$ cat src/rtl/strided_index_converter_unit_assert.svh
// Assertion macros shared by the strided index converter RTL.
// Expects a signal named clock and a signal named reset in the including scope.
`ifndef STRIDED_INDEX_CONVERTER_UNIT_ASSERT_SVH
`define STRIDED_INDEX_CONVERTER_UNIT_ASSERT_SVH

// Same-cycle implication, checked outside reset.
`define SIC_ASSERT_NOW(label, ante, cons) \
   label: assert property (@(posedge clock) disable iff (reset) (ante) |-> (cons)) \
      else $error("strided index converter: assertion failed");

// Next-cycle implication, checked outside reset.
`define SIC_ASSERT_NEXT(label, ante, cons) \
   label: assert property (@(posedge clock) disable iff (reset) (ante) |=> (cons)) \
      else $error("strided index converter: assertion failed");

`endif

$ cat src/rtl/sic_pkg.sv
// Shared types and constants of the strided index converter.
// No dependencies; used by sic_div and strided_index_converter_unit.
package sic_pkg;

   localparam int NUM_COORD  = 4;
   localparam int COORD_W    = 16;
   localparam int EXTENT_W   = 16;
   localparam int STRIDE_W   = 32;
   localparam int FLAT_W     = 32;
   localparam int CFG_W      = 3;
   localparam int RANGE_W    = 3;
   localparam int CSR_ADDR_W = 3;
   localparam int CSR_DATA_W = 32;
   localparam int DIV_CNT_W  = 5;

   localparam logic [CFG_W-1:0]     NUM_DIMS_RESET = 3'd1;
   localparam logic                 REG_NUM_DIMS   = 1'b0;
   localparam logic [COORD_W-1:0]   COORD_MAX      = 16'hFFFF;
   localparam logic [DIV_CNT_W-1:0] DIV_LAST_STEP  = 5'd31;

   localparam logic [1:0] CMD_WRITE   = 2'd0;
   localparam logic [1:0] CMD_RAVEL   = 2'd1;
   localparam logic [1:0] CMD_UNRAVEL = 2'd2;

   localparam logic [1:0] ERR_NONE        = 2'd0;
   localparam logic [1:0] ERR_END         = 2'd1;
   localparam logic [1:0] ERR_RANGE       = 2'd2;
   localparam logic [1:0] ERR_ZERO_STRIDE = 2'd3;

   typedef struct packed {
      logic [1:0]          cmd;
      logic [1:0]          dim_sel;
      logic [EXTENT_W-1:0] extent_in;
      logic [STRIDE_W-1:0] stride_in;
      logic [COORD_W-1:0]  coord_in_0;
      logic [COORD_W-1:0]  coord_in_1;
      logic [COORD_W-1:0]  coord_in_2;
      logic [COORD_W-1:0]  coord_in_3;
      logic [RANGE_W-1:0]  range_start;
      logic [RANGE_W-1:0]  range_end;
      logic [FLAT_W-1:0]   flat_in;
   } req_type;

   typedef struct packed {
      logic [FLAT_W-1:0]  flat_out;
      logic [COORD_W-1:0] coord_out_0;
      logic [COORD_W-1:0] coord_out_1;
      logic [COORD_W-1:0] coord_out_2;
      logic [COORD_W-1:0] coord_out_3;
      logic [1:0]         error_code;
      logic [1:0]         error_dim;
   } rsp_type;

   typedef enum logic [2:0] {
      ST_IDLE,
      ST_RAV_MUL,
      ST_RAV_ACC,
      ST_UNR_NEXT,
      ST_UNR_WAIT,
      ST_DONE
   } state_type;

   typedef struct packed {
      logic                start;
      logic [FLAT_W-1:0]   dividend;
      logic [STRIDE_W-1:0] divisor;
   } div_req_type;

   typedef struct packed {
      logic                done;
      logic [FLAT_W-1:0]   quot;
      logic [STRIDE_W-1:0] rem;
   } div_rsp_type;

endpackage

$ cat src/rtl/sic_div.sv
// Restoring radix-2 divider, one quotient bit per cycle.
// Depends on sic_pkg for the request and response structs.
module sic_div (
   input  logic                 clock,
   input  logic                 reset,
   input  sic_pkg::div_req_type div_req,
   output sic_pkg::div_rsp_type div_rsp
);

   logic                             busy_ff, busy_in;
   logic                             done_ff, done_in;
   logic [sic_pkg::DIV_CNT_W-1:0]    cnt_ff, cnt_in;
   logic [sic_pkg::FLAT_W-1:0]       quot_ff, quot_in;
   logic [sic_pkg::STRIDE_W-1:0]     rem_ff, rem_in;
   logic [sic_pkg::STRIDE_W-1:0]     divisor_ff, divisor_in;
   logic [sic_pkg::STRIDE_W:0]       shifted;
   logic [sic_pkg::STRIDE_W:0]       diff;
   logic                             fits;

   // The partial remainder stays below the divisor, so one extra bit covers the shift.
   assign shifted = {rem_ff, quot_ff[sic_pkg::FLAT_W-1]};
   assign diff    = shifted - {1'b0, divisor_ff};
   assign fits    = shifted >= {1'b0, divisor_ff};

   always_comb begin
      busy_in    = busy_ff;
      done_in    = 1'b0;
      cnt_in     = cnt_ff;
      quot_in    = quot_ff;
      rem_in     = rem_ff;
      divisor_in = divisor_ff;
      if (div_req.start) begin
         busy_in    = 1'b1;
         cnt_in     = '0;
         quot_in    = div_req.dividend;
         rem_in     = '0;
         divisor_in = div_req.divisor;
      end else if (busy_ff) begin
         rem_in  = fits ? diff[sic_pkg::STRIDE_W-1:0] : shifted[sic_pkg::STRIDE_W-1:0];
         quot_in = {quot_ff[sic_pkg::FLAT_W-2:0], fits};
         cnt_in  = cnt_ff + 1'b1;
         if (cnt_ff == sic_pkg::DIV_LAST_STEP) begin
            busy_in = 1'b0;
            done_in = 1'b1;
         end
      end
   end

   always_ff @(posedge clock) begin
      if (reset) begin
         busy_ff <= 1'b0;
         done_ff <= 1'b0;
      end else begin
         busy_ff <= busy_in;
         done_ff <= done_in;
      end
      cnt_ff     <= cnt_in;
      quot_ff    <= quot_in;
      rem_ff     <= rem_in;
      divisor_ff <= divisor_in;
   end

   assign div_rsp.done = done_ff;
   assign div_rsp.quot = quot_ff;
   assign div_rsp.rem  = rem_ff;

endmodule

$ cat src/rtl/strided_index_converter_unit.sv
// Strided index converter: per-dimension extent/stride table, ravel and unravel sequencer.
// Depends on sic_pkg, sic_div and strided_index_converter_unit_assert.svh.
//
//   Channel  Direction  Handshake                 Payload
//   req_     in         req_valid / req_ready     sic_pkg::req_type
//   rsp_     out        rsp_valid / rsp_ready     sic_pkg::rsp_type
//   csr_     in         APB write/read, pready=1  num_dims at byte address 0
//
// One transaction at a time; req_ready is high only while the sequencer is idle.
// Table write, unused command and range-end error go straight to the done state.
// Ravel steps a multiply and an accumulate state per dimension. Unravel starts the
// divider and waits for it per nonzero-stride dimension; zero strides are skipped.
// Synchronous reset clears the table, sets num_dims to 1; no clearing pass is needed.
// A finished result waits in the sequencer while the output register is still held.
`include "strided_index_converter_unit_assert.svh"

module strided_index_converter_unit #(
   parameter int MAX_DIMS = 4
) (
   input  logic                              clock,
   input  logic                              reset,
   input  logic                              req_valid,
   output logic                              req_ready,
   input  sic_pkg::req_type                  req_data,
   output logic                              rsp_valid,
   input  logic                              rsp_ready,
   output sic_pkg::rsp_type                  rsp_data,
   input  logic                              csr_psel,
   input  logic                              csr_penable,
   input  logic                              csr_pwrite,
   input  logic [sic_pkg::CSR_ADDR_W-1:0]    csr_paddr,
   input  logic [sic_pkg::CSR_DATA_W-1:0]    csr_pwdata,
   output logic [sic_pkg::CSR_DATA_W-1:0]    csr_prdata,
   output logic                              csr_pready
);

   localparam int DIM_W = (MAX_DIMS > 1) ? $clog2(MAX_DIMS) : 1;
   localparam int CNT_W = ($clog2(MAX_DIMS + 1) > 3) ? $clog2(MAX_DIMS + 1) : 3;

   sic_pkg::state_type               state_ff, state_in;
   sic_pkg::req_type                 req_ff;
   sic_pkg::rsp_type                 res_ff, res_in;
   sic_pkg::rsp_type                 rsp_data_ff;
   logic                             rsp_valid_ff;
   logic [CNT_W-1:0]                 idx_ff, idx_in;
   logic [sic_pkg::FLAT_W-1:0]       sum_ff, sum_in;
   logic [sic_pkg::FLAT_W-1:0]       prod_ff, prod_in;
   logic [sic_pkg::FLAT_W-1:0]       rem_ff, rem_in;
   logic [sic_pkg::CFG_W-1:0]        num_dims_ff;
   logic [sic_pkg::EXTENT_W-1:0]     extent_ff [MAX_DIMS];
   logic [sic_pkg::STRIDE_W-1:0]     stride_ff [MAX_DIMS];

   sic_pkg::div_req_type             div_req;
   sic_pkg::div_rsp_type             div_rsp;

   logic                             req_fire;
   logic                             rsp_load;
   logic                             tbl_we;
   logic                             csr_write;
   logic [CNT_W-1:0]                 dims_eff;
   logic                             idx_in_table;
   logic                             rav_more;
   logic                             start_end_bad;
   logic [sic_pkg::EXTENT_W-1:0]     ext_sel;
   logic [sic_pkg::STRIDE_W-1:0]     str_sel;
   logic [sic_pkg::COORD_W-1:0]      coord_sel;
   logic                             quot_sat;
   logic [sic_pkg::COORD_W-1:0]      quot_coord;

   sic_div u_div (
      .clock   (clock),
      .reset   (reset),
      .div_req (div_req),
      .div_rsp (div_rsp)
   );

   // Configuration port.
   assign csr_pready = 1'b1;
   assign csr_write  = csr_psel && csr_penable && csr_pwrite && csr_pready;
   assign csr_prdata = (csr_paddr[sic_pkg::CSR_ADDR_W-1:2] == sic_pkg::REG_NUM_DIMS)
                       ? sic_pkg::CSR_DATA_W'(num_dims_ff) : '0;

   assign dims_eff = (CNT_W'(num_dims_ff) > CNT_W'(MAX_DIMS)) ? CNT_W'(MAX_DIMS)
                                                              : CNT_W'(num_dims_ff);

   assign req_ready = (state_ff == sic_pkg::ST_IDLE) && !reset;
   assign req_fire  = req_valid && req_ready;
   assign rsp_load  = (state_ff == sic_pkg::ST_DONE) && (!rsp_valid_ff || rsp_ready);

   assign start_end_bad = CNT_W'(req_data.range_end) > dims_eff;

   // Table lookups at the current dimension; out-of-table dimensions read as zero.
   assign idx_in_table = idx_ff < CNT_W'(MAX_DIMS);
   assign ext_sel = idx_in_table ? extent_ff[idx_ff[DIM_W-1:0]] : '0;
   assign str_sel = idx_in_table ? stride_ff[idx_ff[DIM_W-1:0]] : '0;
   assign rav_more = (idx_ff < CNT_W'(req_ff.range_end)) && idx_in_table;

   always_comb begin
      coord_sel = '0;
      if (idx_ff < CNT_W'(sic_pkg::NUM_COORD)) begin
         unique case (idx_ff[1:0])
            2'd0: coord_sel = req_ff.coord_in_0;
            2'd1: coord_sel = req_ff.coord_in_1;
            2'd2: coord_sel = req_ff.coord_in_2;
            2'd3: coord_sel = req_ff.coord_in_3;
         endcase
      end
   end

   assign quot_sat   = |div_rsp.quot[sic_pkg::FLAT_W-1:sic_pkg::COORD_W];
   assign quot_coord = quot_sat ? sic_pkg::COORD_MAX : div_rsp.quot[sic_pkg::COORD_W-1:0];

   // Next state.
   always_comb begin
      state_in = state_ff;
      unique case (state_ff)
         sic_pkg::ST_IDLE: begin
            if (req_fire) begin
               priority if (req_data.cmd == sic_pkg::CMD_RAVEL) begin
                  state_in = start_end_bad ? sic_pkg::ST_DONE : sic_pkg::ST_RAV_MUL;
               end else if (req_data.cmd == sic_pkg::CMD_UNRAVEL) begin
                  state_in = sic_pkg::ST_UNR_NEXT;
               end else begin
                  state_in = sic_pkg::ST_DONE;
               end
            end
         end
         sic_pkg::ST_RAV_MUL: begin
            priority if (!rav_more) begin
               state_in = sic_pkg::ST_DONE;
            end else if (coord_sel >= ext_sel) begin
               state_in = sic_pkg::ST_DONE;
            end else begin
               state_in = sic_pkg::ST_RAV_ACC;
            end
         end
         sic_pkg::ST_RAV_ACC: begin
            state_in = sic_pkg::ST_RAV_MUL;
         end
         sic_pkg::ST_UNR_NEXT: begin
            priority if (idx_ff >= dims_eff) begin
               state_in = sic_pkg::ST_DONE;
            end else if (str_sel == '0) begin
               state_in = sic_pkg::ST_UNR_NEXT;
            end else begin
               state_in = sic_pkg::ST_UNR_WAIT;
            end
         end
         sic_pkg::ST_UNR_WAIT: begin
            if (div_rsp.done) begin
               state_in = sic_pkg::ST_UNR_NEXT;
            end
         end
         sic_pkg::ST_DONE: begin
            if (rsp_load) begin
               state_in = sic_pkg::ST_IDLE;
            end
         end
         default: state_in = sic_pkg::ST_IDLE;
      endcase
   end

   // Datapath controls and next values.
   always_comb begin
      res_in           = res_ff;
      idx_in           = idx_ff;
      sum_in           = sum_ff;
      prod_in          = prod_ff;
      rem_in           = rem_ff;
      tbl_we           = 1'b0;
      div_req.start    = 1'b0;
      div_req.dividend = rem_ff;
      div_req.divisor  = str_sel;
      unique case (state_ff)
         sic_pkg::ST_IDLE: begin
            if (req_fire) begin
               res_in = '0;
               idx_in = '0;
               sum_in = '0;
               rem_in = req_data.flat_in;
               tbl_we = (req_data.cmd == sic_pkg::CMD_WRITE) &&
                        (32'(req_data.dim_sel) < MAX_DIMS);
               if (req_data.cmd == sic_pkg::CMD_RAVEL) begin
                  idx_in = CNT_W'(req_data.range_start);
                  if (start_end_bad) begin
                     res_in.error_code = sic_pkg::ERR_END;
                  end
               end
            end
         end
         sic_pkg::ST_RAV_MUL: begin
            priority if (!rav_more) begin
               res_in.flat_out = sum_ff;
            end else if (coord_sel >= ext_sel) begin
               res_in.error_code = sic_pkg::ERR_RANGE;
               res_in.error_dim  = idx_ff[1:0];
            end else begin
               prod_in = sic_pkg::FLAT_W'(coord_sel * str_sel);
            end
         end
         sic_pkg::ST_RAV_ACC: begin
            sum_in = sum_ff + prod_ff;
            idx_in = idx_ff + 1'b1;
         end
         sic_pkg::ST_UNR_NEXT: begin
            if (idx_ff < dims_eff) begin
               if (str_sel == '0) begin
                  // Coordinate stays zero and the offset passes on unchanged.
                  if (res_ff.error_code == sic_pkg::ERR_NONE) begin
                     res_in.error_code = sic_pkg::ERR_ZERO_STRIDE;
                     res_in.error_dim  = idx_ff[1:0];
                  end
                  idx_in = idx_ff + 1'b1;
               end else begin
                  div_req.start = 1'b1;
               end
            end
         end
         sic_pkg::ST_UNR_WAIT: begin
            if (div_rsp.done) begin
               if (quot_sat && (res_ff.error_code == sic_pkg::ERR_NONE)) begin
                  res_in.error_code = sic_pkg::ERR_RANGE;
                  res_in.error_dim  = idx_ff[1:0];
               end
               if (idx_ff < CNT_W'(sic_pkg::NUM_COORD)) begin
                  unique case (idx_ff[1:0])
                     2'd0: res_in.coord_out_0 = quot_coord;
                     2'd1: res_in.coord_out_1 = quot_coord;
                     2'd2: res_in.coord_out_2 = quot_coord;
                     2'd3: res_in.coord_out_3 = quot_coord;
                  endcase
               end
               rem_in = div_rsp.rem;
               idx_in = idx_ff + 1'b1;
            end
         end
         sic_pkg::ST_DONE: begin
         end
         default: begin
         end
      endcase
   end

   always_ff @(posedge clock) begin
      if (reset) begin
         state_ff     <= sic_pkg::ST_IDLE;
         rsp_valid_ff <= 1'b0;
         num_dims_ff  <= sic_pkg::NUM_DIMS_RESET;
         for (int i = 0; i < MAX_DIMS; i++) begin
            extent_ff[i] <= '0;
            stride_ff[i] <= '0;
         end
      end else begin
         state_ff <= state_in;
         if (rsp_load) begin
            rsp_valid_ff <= 1'b1;
         end else if (rsp_ready) begin
            rsp_valid_ff <= 1'b0;
         end
         if (csr_write && (csr_paddr[sic_pkg::CSR_ADDR_W-1:2] == sic_pkg::REG_NUM_DIMS)) begin
            num_dims_ff <= csr_pwdata[sic_pkg::CFG_W-1:0];
         end
         if (tbl_we) begin
            extent_ff[DIM_W'(req_data.dim_sel)] <= req_data.extent_in;
            stride_ff[DIM_W'(req_data.dim_sel)] <= req_data.stride_in;
         end
      end
      if (req_fire) begin
         req_ff <= req_data;
      end
      if (rsp_load) begin
         rsp_data_ff <= res_ff;
      end
      res_ff  <= res_in;
      idx_ff  <= idx_in;
      sum_ff  <= sum_in;
      prod_ff <= prod_in;
      rem_ff  <= rem_in;
   end

   assign rsp_valid = rsp_valid_ff;
   assign rsp_data  = rsp_data_ff;

   // The divider is only started on a nonzero stride.
   `SIC_ASSERT_NOW(a_div_nonzero, div_req.start, (div_req.divisor != '0))
   // A finished division only arrives while the sequencer waits for it.
   `SIC_ASSERT_NOW(a_div_done_wait, div_rsp.done, (state_ff == sic_pkg::ST_UNR_WAIT))
   // A range-end error carries no offset and points at dimension zero.
   `SIC_ASSERT_NOW(a_end_err_clean,
      rsp_valid_ff && (rsp_data_ff.error_code == sic_pkg::ERR_END),
      (rsp_data_ff.flat_out == '0) && (rsp_data_ff.error_dim == '0))
   // Loading the output register always completes the transaction in progress.
   `SIC_ASSERT_NEXT(a_load_idle, rsp_load, (state_ff == sic_pkg::ST_IDLE) && rsp_valid_ff)

endmodule

$ cat config.mk
export PLATFORM = sky130hd
export DESIGN_NAME = strided_index_converter_unit
export DESIGN_NICKNAME = d
export VERILOG_FILES = /design/src/rtl/sic_pkg.sv /design/src/rtl/sic_div.sv /design/src/rtl/strided_index_converter_unit.sv
export VERILOG_INCLUDE_DIRS = /design/src /design/src/rtl
export SDC_FILE = /design/constraint.sdc
export NUM_CORES = 2
export LEC_CHECK = 0
export ABC_CLOCK_PERIOD_IN_PS = 10050
export BUFFER_PORTS_ARGS = -buffer_cell sky130_fd_sc_hd__clkbuf_2
export CORE_MARGIN = 5
export CORE_UTILIZATION = 33
export DETAILED_ROUTE_END_ITERATION = 8
export HOLD_SLACK_MARGIN = 0.1
export PLACE_DENSITY = 0.49
export SYNTH_ARGS = -nofsm -noshare
export SYNTH_HDL_FRONTEND = slang
export SYNTH_SLANG_ARGS = --single-unit
$ cat constraint.sdc
create_clock -name clock -period 10.05 [get_ports clock]
set_clock_uncertainty 0.1 [all_clocks]
set_input_delay 1.005 -clock clock [delete_from_list [all_inputs] [get_ports clock]]
set_output_delay 1.005 -clock clock [all_outputs]
set_load 0.02 [all_outputs]
# Word-level counts from Yosys, hierarchy flattened
# Memory sizes are Yosys's and may differ from the RTL's. A register that Yosys moved wholly into a read port is not among the register bits.
# Cells that the tools add are included.
# totals
register_bits	476
inputBits	196
out_inout_bits	135
memories	2
ramBits	192
# memory_table
memory	words	word_bits	rd	rd_clocked_by_memory_dff	wr	line	rtl
stride_ff	4	32	1	1	4	strided_index_converter_unit.sv:51	logic [sic_pkg::STRIDE_W-1:0] stride_ff [MAX_DIMS];
extent_ff	4	16	1	1	4	strided_index_converter_unit.sv:50	logic [sic_pkg::EXTENT_W-1:0] extent_ff [MAX_DIMS];
# classes
n_lt_le_gt_ge	8
eq_ne	26
bitwise_logic	3
add_sub_neg	4
n_mux	75
n_reduce_logical	38
mul	1
# ops
operator	n
32-bit two-way mux	9
32-bit one-hot mux with 2 select lines	3
16-bit two-way mux	8
64-bit one-hot mux with 2 select lines	1
100-bit two-way mux	1
68-bit two-way mux	1
64-bit two-way mux	1
16-bit one-hot mux with 4 select lines	1
3-bit two-way mux	17
33-bit by 32-bit greater-or-equal comparator with 1-bit output	1
32-bit adder	1
32-bit logical NOT	1
16-bit by 32-bit multiplier with 32-bit output	1
16-bit OR reduction	2
32-bit OR reduction	1
32-bit subtractor	1
5-bit AND reduction	5
4-bit two-way mux	6
1-bit two-way mux	20
2-bit inequality test (second input constant)	10
3-bit one-hot mux with 6 select lines	1
16-bit greater-or-equal comparator	1
4-bit one-hot mux with 4 select lines	1
3-bit one-hot mux with 4 select lines	1
27 further kinds	60

# Depth between registers and ports, before layout
# depth
depth_word	10
depth_mapped	33

# Cells and area by module
# From an unflattened synthesis, not the netlist that was laid out.
# hier_totals
cells_unflattened	3561
area_unflattened_um2	41406.0
# modules_own_cells
mod	area_each_um2	cells_per_inst	n_inst	seq_area_each_um2
strided_index_converter_unit	35540.3	2994	1	16936.2
sic_div	5865.6	567	1	2702.6

# Worst setup path after synthesis
# No wires, ideal clock.
# synth_timing
path_type	reg-to-reg
start	register idx_ff[0]
end	register prod_ff[30] (netlist name), data pin
stages_incl_launch_ff	31
synth_period_minus_slack_ps	7644
path_slack_ps	2406
required_ps	9770
t_arrival_ps	7364
path_buffers	4
path_cell_list	edfxtp_1 inv_1 ha_1 clkbuf_1 buf_2 a222oi_1 or2_2 a21o_1 inv_1 clkbuf_1 clkbuf_1 nand2_1 fa_1 inv_1 fa_1 fa_1 fa_1 fa_1 inv_1 fa_1 inv_1 ha_1 a21oi_1 nor2b_1 or3_1 a211o_1 a31o_2 a21o_1 a21boi_1 a21oi_1 o311ai_1
# synth_between
elab_chain_len	4
# synth_lines
element	line	rtl
start, declared	strided_index_converter_unit.sv:45	logic [CNT_W-1:0] idx_ff, idx_in;
start signal, assigned	strided_index_converter_unit.sv:275	idx_ff <= idx_in;
2-bit equality test (tied with other cells)	strided_index_converter_unit.sv:101	unique case (idx_ff[1:0])
16-bit one-hot mux with 4 select lines	strided_index_converter_unit.sv:101	
16-bit two-way mux	strided_index_converter_unit.sv:100	if (idx_ff < CNT_W'(sic_pkg::NUM_COORD)) begin
16-bit by 32-bit multiplier with 32-bit output *	strided_index_converter_unit.sv:198	prod_in = sic_pkg::FLAT_W'(coord_sel * str_sel);
end signal, assigned	strided_index_converter_unit.sv:277	prod_ff <= prod_in;
end, declared	strided_index_converter_unit.sv:47	logic [sic_pkg::FLAT_W-1:0] prod_ff, prod_in;
# Every way passes the cells marked *; elsewhere a longest branch is shown, timed or not.
# A chain may end at the register's enable or synchronous reset.

# Worst setup path in the final report
# layout_timing
start	register idx_ff[1]
end	register prod_ff[30] (netlist name), data pin
# Same word-level chain as after synthesis.

==> results.cfg <==
[timing]
layout_min_cycle_time_ps = 8730
fin_ws_ps = 1320
finalCritPeriodShare = 0.868
hold_viol = 0
max_freq_ghz = 0.115
rsz0062_at_grt = false
relSlewSlack = 0.130
drv_slew = 0
worst_slew_pin_slew_ps = 1270
finalSetupViolations = 0
setup_tns_ps = 0

[die]
dieArea_mm2 = 0.131
start_util = 0.332
ios = 331
die_y_um = 362
die_w_um = 362
design.core.area_mm2 = 0.123
rows = 129

[placement]
portBuffers = 269
dp_hpwl_mm = 80.8
post-place-ws_ps = 1300
gp_congestion = 0.898

[clock_tree]
holdBufCountCts = 0
numClockSinks = 670
post_cts_buffers = 0
max-clock-path-buffers = 3
clock-root-buffer = clkbuf_16
htreeDepth = 3
path_clk_slew_ps = 60
cts_resized = 0
clock_latency_ps = 680
cts_tree = yes
cts_buffers = 78

[finish]
fin_nets = 4443
final_layout_size_suffix_gt1_frac = 0.142
syn_to_final_growth_pct = 13.8
final_common_cell = edfxtp_1
final_cell_mix = edfxtp_1 (622), nand2_1 (463), inv_1 (401)

[detailed_routing]
dr.pass1.iters = 8
drt_iter0_drc = 1891
wl_per_cell_um = 20.4
vias = 26463
drtAntennaViolNets = 0
drt-vias-per-instance = 4.82
wirelength_mm = 112
route.detailed.drc = 0

[synth]
synth_edf_count = 622
synth-async-reset-ratio = 0
ys_warn_count = 0
syn-instance-count = 3532
synth.distinct_cells = 70
synthesis.area_mm2 = 0.0410
synth-seq-cells = 670
synth_seq_area_share = 0.479
synth_ff_type = edfxtp_1
avgSynthCellArea_um2 = 11.6

[global_route]
grt_max_degree = 68
antenna_found_initial = 12
overflow = 0
grt_usage = 0.170
first_global_vias = 27466
grt_pass1_wl_mm = 170

[critical_path]
critPathKind = reg -> reg
startpoint_type = flip-flop
crit_path_end_kind = flip-flop
slowest_stage = or3_1
cp_data_arrival_time_ps = 9080
cpPeakStageDelay_ps = 620
cp.required_ps = 10410
crit_path_max_fanout = 15

[min_path]
hold_class = reg -> reg

[run]
drv_cap = 0

[outcome]
outcome = finished clean
-- sequential cells by signal, summed over array words and instances, names as in the netlist, named ones only --
signal            cells
u_div.divisor_ff     32
rem_ff               32
idx_ff                3
num_dims_ff           3
u_div.quot_ff        32
u_div.done_ff         1
u_div.rem_ff         32
prod_ff              32
rsp_valid             1
req_ff               67
extent_ff            64
u_div.cnt_ff          5
rsp_data            100
state_ff              3
u_div.busy_ff         1
sum_ff               32
stride_ff           128
res_ff              100
-- layout make-up --
class,count,area (µm²)
Antenna cell,3,7.51
Fill cell,12086,76900
Clock inverter,45,469
Inverter,409,1540
Clock buffer,98,2030
Sequential cell,670,19600
Tap cell,1637,2050
Multi-Input combinational cell,2303,19100
Timing Repair Buffer,320,1730
-- metrics by stage --
stage / instances / instance area [µm²] / util / hold WS [ps]
6_report: 5485 / 46600 / 0.377 / 315
5_1_grt: 5482 / 46600 / 0.377 / 320
4_1_cts: 5482 / 46600 / 0.377 / 314
3_5_place_dp: 5339 / 44100 / 0.357 / 305
3_3_place_gp: 5339 / 44100 / 0.357 / 301
2_1_floorplan: 3560 / 41100 / - / 300
-- layer usage --
metal / vias to the layer above / routed length [µm] / share of wire / track usage
met3: 191 / 8310 / 0.074 / 0.0439
met2: 779 / 49800 / 0.45 / 0.266
met5: - / 120 / 0.0011 / 0
met1: 13136 / 49900 / 0.45 / 0.231
li1: 12341 / - / - / -
met4: 16 / 3680 / 0.033 / 0.0566
-- critical path: cells and delay by family (launching register included) --
kind | cells | cell delay (ps)
flops | 1 | 460
compound gates | 8 | 1750
buf+inv | 8 | 1260
fa+ha+maj | 8 | 3590
simple gates | 5 | 1340
-- path summary, 6_finish.rpt --
kind | start | to | slack (ps) | cells past startpoint
max | idx_ff[1] | prod_ff[30] | 1320 | 29
max reg2reg | idx_ff[1] | prod_ff[30] | 1320 | 29
min reg2reg | res_ff[54] | rsp_data[54] | 310 | 0
min | res_ff[54] | rsp_data[54] | 310 | 0
-- synth_stat cells, drive strengths merged (25+ instances only) --
cell type / instances / share of area
xor2: 27 / 0.0058
mux2: 41 / 0.011
mux4: 36 / 0.020
nand3: 29 / 0.0035
fa: 306 / 0.15
nand2: 464 / 0.043
clkbuf: 116 / 0.011
and2: 254 / 0.039
a31oi: 31 / 0.0047
dfxtp: 48 / 0.023
ha: 159 / 0.049
and3: 39 / 0.0060
nand2b: 35 / 0.0053
edfxtp: 622 / 0.46
xnor2: 71 / 0.015
buf: 62 / 0.010
nor2: 237 / 0.022
nor3: 25 / 0.0031
nor2b: 52 / 0.0079
inv: 408 / 0.037
mux2i: 45 / 0.011
a21o: 45 / 0.0082
a21oi: 97 / 0.012
o21a: 25 / 0.0046
o21ai: 87 / 0.011
-- logic make-up (layout without fill, tap and decap cells) --
| kind of cell | after synthesis | in the layout | share of synthesized area |
|---|---|---|---|
| AO/OA/AOI/OAI | 375 | 375 | 0.0594 |
| multiplexers | 122 | 122 | 0.0421 |
| flip-flops | 670 | 670 | 0.479 |
| other | 2 | 33 | 0.000183 |
| adder cells (fa/ha/maj) | 465 | 465 | 0.198 |
| buffers and inverters | 587 | 872 | 0.0581 |
| AND/OR/NAND/NOR | 1213 | 1213 | 0.142 |
| XOR/XNOR | 98 | 98 | 0.0210 |
Power is left out: the tool's default activity adds up to more than one toggle a clock period on the data nets, which glitch-free logic cannot reach.
